==> src/rtl/core/stbs_pkg.sv <==
// ----------------------------------------------------------------------------
// stbs_pkg: shared definitions for the sort-then-search block
// Sizes, result codes, operation codes and the compare result type.
// ----------------------------------------------------------------------------
package stbs_pkg;

  localparam int unsigned MAX_ELEMENTS = 16;
  localparam int unsigned VALUE_WIDTH  = 16;

  // Fixed widths of the port fields.
  localparam int unsigned IN_W     = 16;
  localparam int unsigned STATUS_W = 3;
  localparam int unsigned POS_W    = 4;

  // Store index and element count widths.
  localparam int unsigned IDX_W = $clog2(MAX_ELEMENTS);
  localparam int unsigned CNT_W = $clog2(MAX_ELEMENTS + 1);

  localparam logic OP_LOAD   = 1'b0;
  localparam logic OP_SEARCH = 1'b1;

  typedef logic signed [VALUE_WIDTH-1:0] val_t;

  typedef enum logic [STATUS_W-1:0] {
    ST_LOADED  = 3'd0,
    ST_SORTED  = 3'd1,
    ST_FOUND   = 3'd2,
    ST_MISSING = 3'd3,
    ST_REJECT  = 3'd4
  } status_e;

  typedef struct packed {
    logic lt;
    logic eq;
  } cmp_res_t;

  // Takes the low VALUE_WIDTH bits of the port value, sign-extended.
  function automatic val_t to_val(input logic signed [IN_W-1:0] v);
    return VALUE_WIDTH'(v);
  endfunction

endpackage

==> src/rtl/core/stbs_ram.sv <==
// ----------------------------------------------------------------------------
// stbs_ram: generic single-write, single-read RAM
// One write port and one read port with registered read data.
// ----------------------------------------------------------------------------
module stbs_ram #(
  parameter int unsigned WIDTH = 16,
  parameter int unsigned DEPTH = 16
) (
  input  logic                     clk_i,
  input  logic                     we_i,
  input  logic [$clog2(DEPTH)-1:0] waddr_i,
  input  logic [WIDTH-1:0]         wdata_i,
  input  logic [$clog2(DEPTH)-1:0] raddr_i,
  output logic [WIDTH-1:0]         rdata_o
);

  logic [WIDTH-1:0] mem_q [DEPTH];
  logic [WIDTH-1:0] rdata_q;

  always_ff @(posedge clk_i) begin
    if (we_i) begin
      mem_q[waddr_i] <= wdata_i;
    end
    rdata_q <= mem_q[raddr_i];
  end

  assign rdata_o = rdata_q;

endmodule

==> src/rtl/core/stbs_cmp.sv <==
// ----------------------------------------------------------------------------
// stbs_cmp: shared signed comparator
// Orders the held operand against the word read from the store.
// ----------------------------------------------------------------------------
module stbs_cmp (
  input  stbs_pkg::val_t     a_i,
  input  stbs_pkg::val_t     b_i,
  output stbs_pkg::cmp_res_t res_o
);

  always_comb begin
    res_o.lt = (a_i < b_i);
    res_o.eq = (a_i == b_i);
  end

endmodule

==> src/rtl/core/sort_then_binary_search_top.sv <==
// ----------------------------------------------------------------------------
// sort_then_binary_search_top: insertion sort with binary search
// Collects signed values, sorts them ascending when the set is sealed and
// answers search requests with a binary search over the sorted store.
// ----------------------------------------------------------------------------
//
//   Channel  Direction  Handshake               Payload
//   in       sink       in_valid_i / in_stall_o op_i, value_i, last_i
//   out      source     out_valid_o/out_stall_i status_o, position_o
//
// A sealing load sorts the store with one shared comparator and one RAM
// read port, inserting each element after the first by shifting larger
// neighbors right. A search makes at most log2(N)+1 probes of the sorted
// store and ends in a hit or a miss.
// Reset clears the element count and the seal; the store itself holds no
// reset value, and only entries below the count are ever read.
// A stalled result sits in the output register while the next item is
// already taken in; that item finishes once the register is free.
module sort_then_binary_search_top (
  input  logic                                clk_i,
  input  logic                                rst_ni,
  input  logic                                in_valid_i,
  output logic                                in_stall_o,
  input  logic                                op_i,
  input  logic signed [stbs_pkg::IN_W-1:0]    value_i,
  input  logic                                last_i,
  output logic                                out_valid_o,
  input  logic                                out_stall_i,
  output logic [stbs_pkg::STATUS_W-1:0]       status_o,
  output logic [stbs_pkg::POS_W-1:0]          position_o
);

  typedef enum logic [2:0] {
    S_IDLE,
    S_SORT_RD,
    S_SORT_LD,
    S_SORT_CMP,
    S_SORT_PUT,
    S_SRCH_ISSUE,
    S_SRCH_CMP,
    S_EMIT
  } state_e;

  state_e                        state_q, state_d;
  logic [stbs_pkg::CNT_W-1:0]    count_q, count_d;
  logic                          sealed_q, sealed_d;
  logic [stbs_pkg::IDX_W-1:0]    i_q, i_d;
  logic [stbs_pkg::IDX_W-1:0]    p_q, p_d;
  logic [stbs_pkg::CNT_W-1:0]    lo_q, lo_d;
  logic [stbs_pkg::CNT_W-1:0]    hix_q, hix_d;
  logic [stbs_pkg::IDX_W-1:0]    mid_q, mid_d;
  stbs_pkg::val_t                opnd_q, opnd_d;
  stbs_pkg::status_e             res_status_q, res_status_d;
  logic [stbs_pkg::IDX_W-1:0]    res_pos_q, res_pos_d;
  logic                          out_valid_q, out_valid_d;
  stbs_pkg::status_e             out_status_q, out_status_d;
  logic [stbs_pkg::POS_W-1:0]    out_pos_q, out_pos_d;

  logic                          ram_we;
  logic [stbs_pkg::IDX_W-1:0]    ram_waddr;
  stbs_pkg::val_t                ram_wdata;
  logic [stbs_pkg::IDX_W-1:0]    ram_raddr;
  stbs_pkg::val_t                ram_rdata;
  stbs_pkg::cmp_res_t            cmp_res;

  logic                          in_xfer;
  logic [stbs_pkg::CNT_W-1:0]    cnt_eff;
  logic                          store_full;
  logic [stbs_pkg::CNT_W-1:0]    cnt_new;
  logic [stbs_pkg::CNT_W:0]      mid_sum;
  logic [stbs_pkg::IDX_W-1:0]    mid_idx;
  logic [stbs_pkg::CNT_W-1:0]    i_next;
  logic                          sort_more;

  stbs_ram #(
    .WIDTH (stbs_pkg::VALUE_WIDTH),
    .DEPTH (stbs_pkg::MAX_ELEMENTS)
  ) u_store (
    .clk_i   (clk_i),
    .we_i    (ram_we),
    .waddr_i (ram_waddr),
    .wdata_i (ram_wdata),
    .raddr_i (ram_raddr),
    .rdata_o (ram_rdata)
  );

  // The single comparator: the held operand (key or element being
  // inserted) against the word just read from the store.
  stbs_cmp u_cmp (
    .a_i   (opnd_q),
    .b_i   (ram_rdata),
    .res_o (cmp_res)
  );

  assign in_stall_o  = (state_q != S_IDLE);
  assign in_xfer     = in_valid_i && !in_stall_o;
  assign out_valid_o = out_valid_q;
  assign status_o    = out_status_q;
  assign position_o  = out_pos_q;

  // A load into a sealed set starts a fresh set.
  assign cnt_eff    = sealed_q ? '0 : count_q;
  assign store_full = (cnt_eff >= stbs_pkg::CNT_W'(stbs_pkg::MAX_ELEMENTS));
  assign cnt_new    = store_full ? cnt_eff : cnt_eff + stbs_pkg::CNT_W'(1);

  // The upper bound is kept exclusive, so the midpoint floor((lo+hi)/2)
  // becomes (lo + hix - 1) / 2, which is never negative while lo < hix.
  assign mid_sum = {1'b0, lo_q} + {1'b0, hix_q} - (stbs_pkg::CNT_W + 1)'(1);
  assign mid_idx = stbs_pkg::IDX_W'(mid_sum >> 1);

  assign i_next    = stbs_pkg::CNT_W'(i_q) + stbs_pkg::CNT_W'(1);
  assign sort_more = (i_next < count_q);

  always_comb begin
    state_d      = state_q;
    count_d      = count_q;
    sealed_d     = sealed_q;
    i_d          = i_q;
    p_d          = p_q;
    lo_d         = lo_q;
    hix_d        = hix_q;
    mid_d        = mid_q;
    opnd_d       = opnd_q;
    res_status_d = res_status_q;
    res_pos_d    = res_pos_q;
    out_valid_d  = out_valid_q && out_stall_i;
    out_status_d = out_status_q;
    out_pos_d    = out_pos_q;
    ram_we       = 1'b0;
    ram_waddr    = '0;
    ram_wdata    = opnd_q;
    ram_raddr    = '0;

    unique case (state_q)
      S_IDLE: begin
        if (in_xfer) begin
          res_pos_d = '0;
          if (op_i == stbs_pkg::OP_LOAD) begin
            count_d  = cnt_new;
            sealed_d = last_i;
            if (store_full) begin
              res_status_d = stbs_pkg::ST_REJECT;
            end else begin
              ram_we       = 1'b1;
              ram_waddr    = stbs_pkg::IDX_W'(cnt_eff);
              ram_wdata    = stbs_pkg::to_val(value_i);
              res_status_d = last_i ? stbs_pkg::ST_SORTED : stbs_pkg::ST_LOADED;
            end
            if (last_i && (cnt_new > stbs_pkg::CNT_W'(1))) begin
              i_d     = stbs_pkg::IDX_W'(1);
              state_d = S_SORT_RD;
            end else begin
              state_d = S_EMIT;
            end
          end else if (!sealed_q) begin
            res_status_d = stbs_pkg::ST_REJECT;
            state_d      = S_EMIT;
          end else begin
            opnd_d  = stbs_pkg::to_val(value_i);
            lo_d    = '0;
            hix_d   = count_q;
            state_d = S_SRCH_ISSUE;
          end
        end
      end

      S_SORT_RD: begin
        ram_raddr = i_q;
        p_d       = i_q;
        state_d   = S_SORT_LD;
      end

      S_SORT_LD: begin
        // Element to insert arrives; fetch its left neighbor.
        opnd_d    = ram_rdata;
        ram_raddr = p_q - stbs_pkg::IDX_W'(1);
        state_d   = S_SORT_CMP;
      end

      S_SORT_CMP: begin
        ram_we    = 1'b1;
        ram_waddr = p_q;
        if (cmp_res.lt) begin
          // Neighbor is larger: shift it right and keep walking left.
          ram_wdata = ram_rdata;
          p_d       = p_q - stbs_pkg::IDX_W'(1);
          if (p_q == stbs_pkg::IDX_W'(1)) begin
            state_d = S_SORT_PUT;
          end else begin
            ram_raddr = p_q - stbs_pkg::IDX_W'(2);
          end
        end else begin
          ram_wdata = opnd_q;
          if (sort_more) begin
            i_d     = stbs_pkg::IDX_W'(i_next);
            state_d = S_SORT_RD;
          end else begin
            state_d = S_EMIT;
          end
        end
      end

      S_SORT_PUT: begin
        ram_we    = 1'b1;
        ram_waddr = p_q;
        ram_wdata = opnd_q;
        if (sort_more) begin
          i_d     = stbs_pkg::IDX_W'(i_next);
          state_d = S_SORT_RD;
        end else begin
          state_d = S_EMIT;
        end
      end

      S_SRCH_ISSUE: begin
        if (lo_q < hix_q) begin
          ram_raddr = mid_idx;
          mid_d     = mid_idx;
          state_d   = S_SRCH_CMP;
        end else begin
          res_status_d = stbs_pkg::ST_MISSING;
          state_d      = S_EMIT;
        end
      end

      S_SRCH_CMP: begin
        if (cmp_res.eq) begin
          res_status_d = stbs_pkg::ST_FOUND;
          res_pos_d    = mid_q;
          state_d      = S_EMIT;
        end else if (cmp_res.lt) begin
          hix_d   = stbs_pkg::CNT_W'(mid_q);
          state_d = S_SRCH_ISSUE;
        end else begin
          lo_d    = stbs_pkg::CNT_W'(mid_q) + stbs_pkg::CNT_W'(1);
          state_d = S_SRCH_ISSUE;
        end
      end

      S_EMIT: begin
        // Hand the result over once the output register is free.
        if (!out_valid_q || !out_stall_i) begin
          out_valid_d  = 1'b1;
          out_status_d = res_status_q;
          out_pos_d    = stbs_pkg::POS_W'(res_pos_q);
          state_d      = S_IDLE;
        end
      end

      default: begin
        state_d = S_IDLE;
      end
    endcase
  end

  always_ff @(posedge clk_i or negedge rst_ni) begin
    if (!rst_ni) begin
      state_q      <= S_IDLE;
      count_q      <= '0;
      sealed_q     <= 1'b0;
      i_q          <= '0;
      p_q          <= '0;
      lo_q         <= '0;
      hix_q        <= '0;
      mid_q        <= '0;
      opnd_q       <= '0;
      res_status_q <= stbs_pkg::ST_LOADED;
      res_pos_q    <= '0;
      out_valid_q  <= 1'b0;
      out_status_q <= stbs_pkg::ST_LOADED;
      out_pos_q    <= '0;
    end else begin
      state_q      <= state_d;
      count_q      <= count_d;
      sealed_q     <= sealed_d;
      i_q          <= i_d;
      p_q          <= p_d;
      lo_q         <= lo_d;
      hix_q        <= hix_d;
      mid_q        <= mid_d;
      opnd_q       <= opnd_d;
      res_status_q <= res_status_d;
      res_pos_q    <= res_pos_d;
      out_valid_q  <= out_valid_d;
      out_status_q <= out_status_d;
      out_pos_q    <= out_pos_d;
    end
  end

endmodule
==> config.mk <==
export PLATFORM = sky130hd
export DESIGN_NAME = sort_then_binary_search_top
export DESIGN_NICKNAME = d
export VERILOG_FILES = /design/src/rtl/core/stbs_pkg.sv /design/src/rtl/core/stbs_ram.sv /design/src/rtl/core/stbs_cmp.sv /design/src/rtl/core/sort_then_binary_search_top.sv
export SDC_FILE = /design/constraint.sdc
export NUM_CORES = 1
export LEC_CHECK = 0
export ABC_AREA = 1
export BUFFER_PORTS_ARGS = -buffer_cell sky130_fd_sc_hd__buf_2
export CAP_MARGIN = 20
export CORE_MARGIN = 4
export CORE_UTILIZATION = 61
export CTS_CLUSTER_SIZE = 30
export DETAILED_ROUTE_END_ITERATION = 8
export PLACE_DENSITY = 0.77
export SYNTH_ARGS = -nofsm -noshare
export SYNTH_HDL_FRONTEND = slang
export SYNTH_HIERARCHICAL = 1
export SYNTH_SLANG_ARGS = --single-unit
==> constraint.sdc <==
create_clock -name clk_i -period 3.2 [get_ports clk_i]
set_clock_uncertainty 0.2 [all_clocks]
set_input_delay 0.16 -clock clk_i [delete_from_list [all_inputs] [get_ports clk_i]]
set_output_delay 0.16 -clock clk_i [all_outputs]
set_load 0.05 [all_outputs]
==> reports/metrics.csv, run 1 <==
stage,metric,value,unit
yosys,synth-main-ff-cell,edfxtp_1,
yosys,syn_area,0.0160,mm^2
floorplanning,start_util,0.627,
sta,worst_slew_pin_slew,0.990,ns
outcome,outcome,"finished, final reports clean",
route,drc_errors,0,
final_layout,drive_gt1_frac,0.142,
floorplanning,die_width,170,um
floorplanning,dieArea,0.0288,mm^2
sta,max_freq,0.323,GHz
sta,tns,0,ns
place,gp_congestion,0.901,
route,dr.pass1.iters,6,
global_route,overflow,0,
yosys,synth-seq-cells,334,
yosys,synth_edf_count,256,
worst_hold_path,min_path_type,input pin to asynchronous set/reset pin,
cts,htree_levels,2,
sta,finalSetupViolations,0,
final_layout,fin_nets,1862,
route,drt_iter0_drc,1752,
sta,hold_viol_final,0,
cts,clkTransAtPathRegs,0.06,ns
route,drt-total-wl,41.4,mm
global_route,grt_pass1_vias,11700,
critical_path,timing.rr.start,opnd_q[9],
critical_path,critPathCaptureType,flip-flop,
yosys,seq_area_frac_synth,0.599,
sta,slew_headroom,0.340,
place,place.port_buffers,30,
yosys,synthArstFlopShare,0.186,
critical_path,cp.arrival,3.32,ns
critical_path,path_max_fanout,14,
cts,cts.sinks,334,
route,viasPerCell,5.69,
yosys,synth_nets,1754,
sta,fin_crit,3.09,ns
final_layout,diodes,0,
floorplanning,pin_count,31,
critical_path,path_cells,ha_1 > nand2_1 > nand2_1 > nand3_1 > nand2_1 > a21oi_2 > nand3_1 > nand2_2 > inv_2 > nor2_4 > nand2_2 > inv_2 > a21oi_4 > nand2_4 > clkinv_8 > buf_12 > buf_12 > nand2_1 > nand2_1 > nand2_1 > nand3_1 > nand3_1 > nand2_1,
critical_path,cp_slowest_stage_delay,0.39,ns
floorplanning,core,0.0255,mm^2
critical_path,cp.required,3.43,ns
route,ant_nets,0,
yosys,synth_cell_types,42,
critical_path,r2r_end,u_store/rdata_o[10],
place,place_inst,2061,
cts,clock_latency,0.54,ns
critical_path,critical_path.slowest_cell,dfrtp_1,
sta,slew_viol_final,0,
yosys,synthCells,1692,
sta,period_share,0.967,
global_route,grt_usage,0.280,
critical_path,worst_r2r_path_depth,23,
global_route,grt_max_degree,49,
final_layout,area.growth.synth_to_final,17.7,%
floorplanning,num_rows,58,
cts,cts_tree,yes,
global_route,antenna_found_initial,0,
global_route,grt_pass1_wl,63.0,mm
job,maxCapViolCount,0,
critical_path,rrSetupSlack,0.11,ns
route,wl_per_cell,19.2,um
final_layout,final_cells,2155,
route,dr_total_vias,12300,
cts,cts_root_buf,clkbuf_16,
critical_path,critical_path_class,flip-flop to flip-flop,
cts,cts_buffers,36,
yosys,yosysWarnings,6,
place,dp_hpwl,24.7,mm
critical_path,cp_common_cell,nand2_1,
critical_path,crit_path_start,opnd_q[9],
yosys,avgSynthCellArea,9.44,um^2
critical_path,start_kind,flip-flop,
cts,cts_buffer_depth,3,
floorplanning,die_h,170,um
-- registers in the layout (all words and copies together) (netlist names) --
name,count
count_q,5
p_q,4
opnd_q,16
sealed_q,1
mid_q,4
hix_q,5
status_o,3
i_q,4
res_status_q,3
res_pos_q,4
position_o,4
state_q,3
lo_q,5
u_store/mem_q,256
u_store/rdata_o,16
out_valid_o,1
-- layer usage --
| metal | vias to the layer above | GRT usage | wire [um] |
|---|---|---|---|
| li1 | 5694 | - | - |
| met1 | 5769 | 0.402 | 16100 |
| met2 | 698 | 0.455 | 19900 |
| met3 | 101 | 0.0404 | 4390 |
| met4 | 0 | 0.0760 | 994 |
| met5 | - | 0 | 0 |
-- critical path, delay by kind of cell (launching register included) --
| family | cells | cell delay, ns |
|---|---|---|
| flip-flops | 1 | 0.39 |
| adder cells (fa/ha/maj) | 1 | 0.31 |
| AND/OR/NAND/NOR | 15 | 1.32 |
| AO/OA/AOI/OAI | 2 | 0.21 |
| buffers and inverters | 5 | 0.57 |
-- cells in the mapped netlist, types with 5 or more instances --
cell type    n  area share
a21oi_1     18      0.0056
edfxtp_1   256        0.48
o21ai_0     65       0.020
nand4_1      6      0.0024
clkbuf_1    11      0.0026
o22ai_1      5      0.0020
inv_2        7      0.0016
nand3_1    224       0.070
o211ai_1    19      0.0089
a22oi_1     16      0.0075
nand2_2      8      0.0031
nor2_1      46       0.011
buf_6        6      0.0042
xor2_1       5      0.0027
buf_2       29      0.0091
mux2_2       5      0.0035
o21ai_2     10      0.0055
dfxtp_1     16       0.020
ha_1        39       0.031
dfrtp_1     62       0.097
buf_4       17      0.0080
nor2_2       7      0.0027
inv_1      306       0.072
nand2_1    479        0.11
-- timing repair --
item | CTS | global route
endpoints found under the setup margin | 14 | 80
setup buffers | 0 | 5
pin swaps | 0 | 5
hold endpoints to repair | 218 | 0
resized for setup | 11 | 40
cloned | 1 | 4
hold buffers | 21 | 0
-- area by class of cell --
type                            instances  area [um^2]
Tap cell                              330          413
Inverter                              316         1200
Timing Repair Buffer                  136         1470
Clock inverter                         13          145
Fill cell                            1623         6670
Clock buffer                           50          993
Sequential cell                       334         9580
Multi-Input combinational cell        976         4990
-- cell families (layout without fill, tap and decap cells) --
group | Yosys count | count (layout) | share of synthesized area
adders and majority gates | 40 | 40 | 0.0318
AOI/OAI and AO/OA | 142 | 142 | 0.0542
and+or+nand+nor | 782 | 782 | 0.208
muxes | 5 | 5 | 0.00353
DFF | 334 | 334 | 0.599
buffers and inverters | 382 | 515 | 0.100
xor gates and xnor gates | 7 | 7 | 0.00384
-- how the worst max path moves through the flow --
stage	end	slack [ns]
final	u_store/rdata_o[10]	0.11
after floorplan	u_store/mem_q[13][0]	0.29
after detailed placement	u_store/rdata_o[4]	-0.13
after CTS	u_store/rdata_o[2]	0.005
after global routing	u_store/rdata_o[10]	-0.07
after global placement	u_store/rdata_o[2]	-0.06
-- stage by stage --
stage               area [um^2]  utilization  hold slack (ns)  setup WS, ns
floorplan                 16000            -           -0.336         0.287
global placement          17100        0.670            0.170       -0.0571
detailed placement        17100        0.670            0.186        -0.130
CTS                       18500        0.726            0.156       0.00536
global route              18800        0.738            0.220       -0.0706
finish                    18800        0.738            0.129         0.105
-- layout by cell type, fill, tap and decap left out, types with 5 or more instances in the layout --
cell	n
mux2_2	5
clkbuf_1	10
clkbuf_16	40
edfxtp_1	256
buf_12	26
nand3_1	223
o22ai_1	5
buf_4	49
o211ai_1	19
xor2_1	5
ha_1	34
nand2_2	15
a21oi_1	13
inv_2	7
dfrtp_1	62
clkinv_2	6
o21ai_2	10
o21ai_1	5
o21ai_0	62
ha_4	5
nor2_1	29
nor2_2	23
a22oi_1	16
nand4_1	6
dlygate4sd3_1	21
dfxtp_2	7
nand2_1	471
buf_2	30
dfxtp_1	5
inv_1	305
Power of run 1 is not shown: default switching activity piles up to over one toggle a cycle in this logic, so the estimate is an artifact.
==> inputs of run 2 (changes only) <==
--- a/config.mk
+++ b/config.mk
@@ -9,10 +9,10 @@
 export BUFFER_PORTS_ARGS = -buffer_cell sky130_fd_sc_hd__buf_2
 export CAP_MARGIN = 20
 export CORE_MARGIN = 4
-export CORE_UTILIZATION = 61
+export CORE_UTILIZATION = 60
 export CTS_CLUSTER_SIZE = 30
 export DETAILED_ROUTE_END_ITERATION = 8
-export PLACE_DENSITY = 0.77
+export PLACE_DENSITY = 0.76
 export SYNTH_ARGS = -nofsm -noshare
 export SYNTH_HDL_FRONTEND = slang
 export SYNTH_HIERARCHICAL = 1
==> run 2 against run 1 <==
  * Global-route usage is essentially flat
  * Register-to-register slack hardly changed
  * Critical path depth down 1
  * First-iteration DRC count decreased by 21%
==> reports/metrics.csv, run 2 (synthesis gave the netlist of run 1 again) <==
stage,metric,value,unit
final_layout,most-common-layout-cells,"nand2_1 (473), inv_1 (305), edfxtp_1 (256)",
global_route,met3_usage,0.0668,
global_route,grtUsageMet1,0.385,
final_layout,largest_reg_flops,256,
critical_path,path_cells,inv_1 > ha_1 > a21oi_2 > nor2_1 > nor2_1 > nand2_1 > nand2_2 > nand3_1 > nand2_1 > inv_1 > nor2_2 > nand2_2 > inv_2 > a21oi_4 > nand2_4 > buf_4 > clkbuf_16 > nand2_1 > nand3_1 > nand3_1 > nand3_1 > nand2_1,
route,dr.pass1.iters,5,
place,dp_hpwl,25.9,mm
sta,hold_viol_final,0,
cts,cts_buffers,37,
critical_path,cp.required,3.40,ns
final_layout,drive_gt1_frac,0.143,
route,viasPerCell,5.60,
floorplanning,num_rows,59,
route,drt-total-wl,41.2,mm
global_route,grt_pass1_wl,63.6,mm
floorplanning,dieArea,0.0293,mm^2
route,dr_total_vias,12200,
cts,cts.sinks,334,
cts,htree_levels,2,
final_layout,fin_nets,1870,
global_route,antenna_found_initial,3,
outcome,outcome,"finished, final reports clean",
route,ant_nets,0,
sta,slew_viol_final,0,
place,gp_congestion,0.893,
floorplanning,core,0.0261,mm^2
global_route,grt_util_met2,0.445,
final_layout,area.growth.synth_to_final,18.2,%
sta,tns,0,ns
sta,max_freq,0.323,GHz
critical_path,timing.rr.start,u_store/rdata_o[5],
cts,cts_buffer_depth,3,
sta,finalSetupViolations,0,
critical_path,critPathCaptureType,flip-flop,
global_route,grt_usage,0.281,
cts,clock_latency,0.53,ns
cts,cts_root_buf,clkbuf_16,
sta,rsz0062_at_grt,yes,
critical_path,rrSetupSlack,0.10,ns
floorplanning,die_width,171,um
cts,cts_tree,yes,
critical_path,cp.arrival,3.30,ns
route,wl_per_cell,19.0,um
route,drt_iter0_drc,1380,
critical_path,critical_path.slowest_cell,dfxtp_4,
floorplanning,die_h,171,um
final_layout,diodes,0,
floorplanning,start_util,0.611,
sta,period_share,0.968,
critical_path,worst_r2r_path_depth,22,
critical_path,path_max_fanout,12,
place,place.port_buffers,30,
global_route,overflow,0,
sta,slew_headroom,0.459,
critical_path,start_kind,flip-flop,
job,maxCapViolCount,0,
critical_path,cp_slowest_stage_delay,0.39,ns
final_layout,top_register,u_store/mem_q,
floorplanning,pin_count,31,
worst_hold_path,min_path_type,input pin to asynchronous set/reset pin,
sta,fin_crit,3.10,ns
global_route,grt_busiest_layer,met2,
final_layout,final_common_cell,nand2_1,
critical_path,critical_path_class,flip-flop to flip-flop,
route,drc_errors,0,
critical_path,r2r_end,u_store/rdata_o[6],
sta,worst_slew_pin_slew,0.810,ns
global_route,grt_max_degree,48,
cts,clkTransAtPathRegs,0.06,ns
global_route,grt_pass1_vias,11800,
-- run 2: cell types whose count changed in the layout (fill, tap and decap cells not counted), sizes merged --
cell | before | now
clkbuf | 54 | 51
buf | 111 | 120
bufinv | 1 | 3
inv | 315 | 313
clkinv | 13 | 16
clkinvlp | 0 | 2
-- run 2: cell type report --
| cell class | count | area, um^2 |
|---|---|---|
| inverters | 316 | 1200 |
| well taps | 335 | 419 |
| clock inverters | 18 | 193 |
| repair buffers | 143 | 1540 |
| flip-flops and latches | 334 | 9570 |
| fillers | 1849 | 7250 |
| multi-input cells | 976 | 4960 |
| clock buffers | 49 | 1000 |
-- run 2: how the worst max path moves through the flow --
stage / from / to / slack (ns) / cells past startpoint
global placement: u_store/rdata_o[5] / u_store/rdata_o[13] / -0.10 / 24
detailed placement: u_store/rdata_o[5] / u_store/rdata_o[13] / -0.15 / 25
global route: u_store/rdata_o[5] / u_store/rdata_o[13] / -0.05 / 24
CTS: u_store/rdata_o[9] / u_store/rdata_o[13] / 0.003 / 24
floorplan: state_q[1] / u_store/mem_q[13][0] / 0.29 / 12
finish: u_store/rdata_o[5] / u_store/rdata_o[6] / 0.10 / 22
-- run 2: critical path, delay by kind of cell, from the launching register on --
family                   cells  cell delay, ns
adder cells (fa/ha/maj)      1            0.30
AO/OA/AOI/OAI                2            0.19
AND/OR/NAND/NOR             14            1.32
flip-flops                   1            0.39
buffers and inverters        5            0.57
-- run 2: what timing repair did --
item | CTS | global route
gates cloned | 0 | 2
gates resized for setup | 5 | 40
endpoints found under the hold margin | 148 | 0
setup endpoints to repair | 22 | 64
pin swaps | 0 | 4
setup buffers | 0 | 4
hold buffers | 21 | 0
-- run 2: stage by stage --
stage / utilization / instances / hold slack, ns / instance area [um^2] / setup WS, ns
floorplan: - / 1692 / -0.336 / 16000 / 0.287
global placement: 0.660 / 2077 / 0.0395 / 17200 / -0.104
detailed placement: 0.660 / 2077 / 0.0492 / 17200 / -0.146
CTS: 0.714 / 2165 / 0.0445 / 18700 / 0.00260
global route: 0.722 / 2171 / 0.0885 / 18900 / -0.0468
finish: 0.722 / 2171 / 0.0377 / 18900 / 0.102
-- run 2: routing by layer --
metal | vias up | wire [um] | part of all wire
met3 | 115 | 4170 | 0.10
met4 | 6 | 1330 | 0.032
li1 | 5727 | - | -
met2 | 561 | 19000 | 0.46
met5 | - | 45 | 0.0011
met1 | 5750 | 16700 | 0.41
Power of run 2 is left out for the same reason.
==> inputs of run 3 (changes only) <==
--- a/config.mk
+++ b/config.mk
@@ -9,10 +9,10 @@
 export BUFFER_PORTS_ARGS = -buffer_cell sky130_fd_sc_hd__buf_2
 export CAP_MARGIN = 20
 export CORE_MARGIN = 4
-export CORE_UTILIZATION = 60
+export CORE_UTILIZATION = 50
 export CTS_CLUSTER_SIZE = 30
 export DETAILED_ROUTE_END_ITERATION = 8
-export PLACE_DENSITY = 0.76
+export PLACE_DENSITY = 0.65
 export SYNTH_ARGS = -nofsm -noshare
 export SYNTH_HDL_FRONTEND = slang
 export SYNTH_HIERARCHICAL = 1
==> run 3 against run 2 <==
  * Setup slack got worse by 0.0068 ns
  * Cell count rose by 4.1%
  * Core utilization fell by 11 points
  * Highest routed layer is now met4
==> reports/metrics.csv, run 3 (synthesis gave the netlist of run 1 again) <==
stage,metric,value,unit
cts,cts_tree,yes,
floorplanning,pin_count,31,
place,dp_hpwl,25.7,mm
route,dr_total_vias,12000,
critical_path,path_max_fanout,20,
floorplanning,dieArea,0.0349,mm^2
global_route,grt_pass1_wl,65.1,mm
final_layout,n_fill_cell,2584,
floorplanning,core,0.0316,mm^2
final_layout,largest_reg_flops,256,
cts,cts.sinks,334,
floorplanning,die_h,187,um
floorplanning,die_width,187,um
route,ant_nets,0,
global_route,overflow,0,
final_layout,ff_latch_area,0.00958,mm^2
sta,period_share,0.970,
place,place.port_buffers,30,
sta,final.setup.worst_slack,0.0953,ns
final_layout,utilization,0.613,
place,gp_congestion,0.897,
critical_path,cp_slowest_stage_delay,0.40,ns
route,drt_iter0_drc,966,
global_route,grt_pass1_vias,11600,
route,routed-wl-met2,19.3,mm
critical_path,cp.required,3.46,ns
route,viasPerCell,5.32,
global_route,grt_usage,0.234,
final_layout,most-common-layout-cells,"nand2_1 (471), inv_1 (302), edfxtp_1 (256)",
critical_path,cp_top_family,simple AND/OR/NAND/NOR gates,
route,wl_met1,18.2,mm
sta,hold_viol_final,0,
critical_path,critical_path.slowest_cell,dfxtp_4,
floorplanning,num_rows,65,
final_layout,multi_input_area,0.00506,mm^2
final_layout,final_common_cell,nand2_1,
sta,whs,0.247,ns
place,dp_slack,-0.409,ns
global_route,antenna_found_initial,0,
route,wl_per_cell,18.5,um
critical_path,path_cells,inv_2 > ha_4 > nand2_2 > nor2_2 > nand2_1 > nand2_1 > nand2_2 > nand2_1 > nand2_1 > nand2_2 > inv_2 > nor2_4 > nand2_4 > inv_4 > buf_4 > a21oi_1 > nand2_2 > buf_4 > nand3_1 > nand3_1 > nand3_2 > nand2_4,
sta,slew_headroom,0.584,
route,drt-total-wl,41.9,mm
sta,finalSetupViolations,0,
route,topRoutingLayerUsed,met4,
final_layout,area.growth.synth_to_final,21.0,%
cts,clkTransAtPathRegs,0.06,ns
critical_path,start_kind,flip-flop,
job,maxCapViolCount,0,
route,drc_errors,0,
cts,cts_root_buf,clkbuf_16,
outcome,outcome,"finished, final reports clean",
cts,cts_buffer_depth,3,
sta,fin_crit,3.10,ns
critical_path,timing.critical_path.buf_inv,5,
sta,worst_slew_pin_slew,0.621,ns
route,wl_met3,3.46,mm
critical_path,cp.arrival,3.36,ns
final_layout,top_register,u_store/mem_q,
final_layout,drive_gt1_frac,0.163,
cts,clock_latency,0.53,ns
critical_path,critPathCaptureType,flip-flop,
worst_hold_path,min_path_type,input pin to flip-flop,
global_route,grt_max_degree,61,
sta,rsz0062_at_grt,yes,
floorplanning,start_util,0.506,
critical_path,critical_path_class,flip-flop to flip-flop,
route,dr.pass1.iters,6,
sta,slew_viol_final,0,
cts,htree_levels,2,
sta,max_freq,0.322,GHz
final_layout,fin_nets,1892,
cts,cts_buffers,37,
## run 3: worst min-delay path, cell delays in order
cell	delay [ns]
dlygate4sd3_1	0.53
buf_2	0.10
nand2_1	0.07
o21ai_0	0.07
## run 3: metrics by stage
step	TNS [ns]	instance area [um^2]	std cells
after floorplan	0	16000	1692
after global placement	-4.30	17400	2154
after detailed placement	-3.99	17400	2154
after CTS	-0.000150	19000	2251
after global routing	-0.399	19300	2260
final	0	19300	2261
## run 3: area by class of cell
type	instances	share of cell area
diodes	1	0.000129
clock buffers	43	0.0491
clock inverters	24	0.00997
inverters	316	0.0625
multi-input cells	976	0.262
flip-flops and latches	334	0.496
well taps	402	0.0260
repair buffers	165	0.0946
## run 3: worst paths after layout
path                                    start                  to  slack (ns)  cells after the start
hold reg to reg                 position_o[0]       position_o[0]        0.28                      2
hold / removal                    out_stall_i         out_valid_o        0.25                      4
setup reg to reg           u_store/rdata_o[5]  u_store/rdata_o[8]         0.1                     22
setup / recovery           u_store/rdata_o[5]  u_store/rdata_o[8]         0.1                     22
max in group asynchronous              rst_ni           opnd_q[9]        1.77                      4
min in group asynchronous              rst_ni          opnd_q[10]        0.53                      4
## run 3: what timing repair did
action / 4_1_cts / 5_1_grt
hold buffers: 23 / 0
pin swaps: 0 / 17
hold endpoints to repair: 241 / 0
gates cloned: 5 / 6
endpoints found under the setup margin: 32 / 16
buffers inserted: 2 / 6
gates resized for setup: 29 / 41
## run 3: routing by layer
| metal | global-route usage | vias to the layer above |
|---|---|---|
| met3 | 0.0451 | 75 |
| met1 | 0.334 | 5735 |
| li1 | - | 5779 |
| met4 | 0.0623 | 0 |
| met5 | 0 | - |
| met2 | 0.372 | 441 |
Power of run 3 is left out for the same reason.
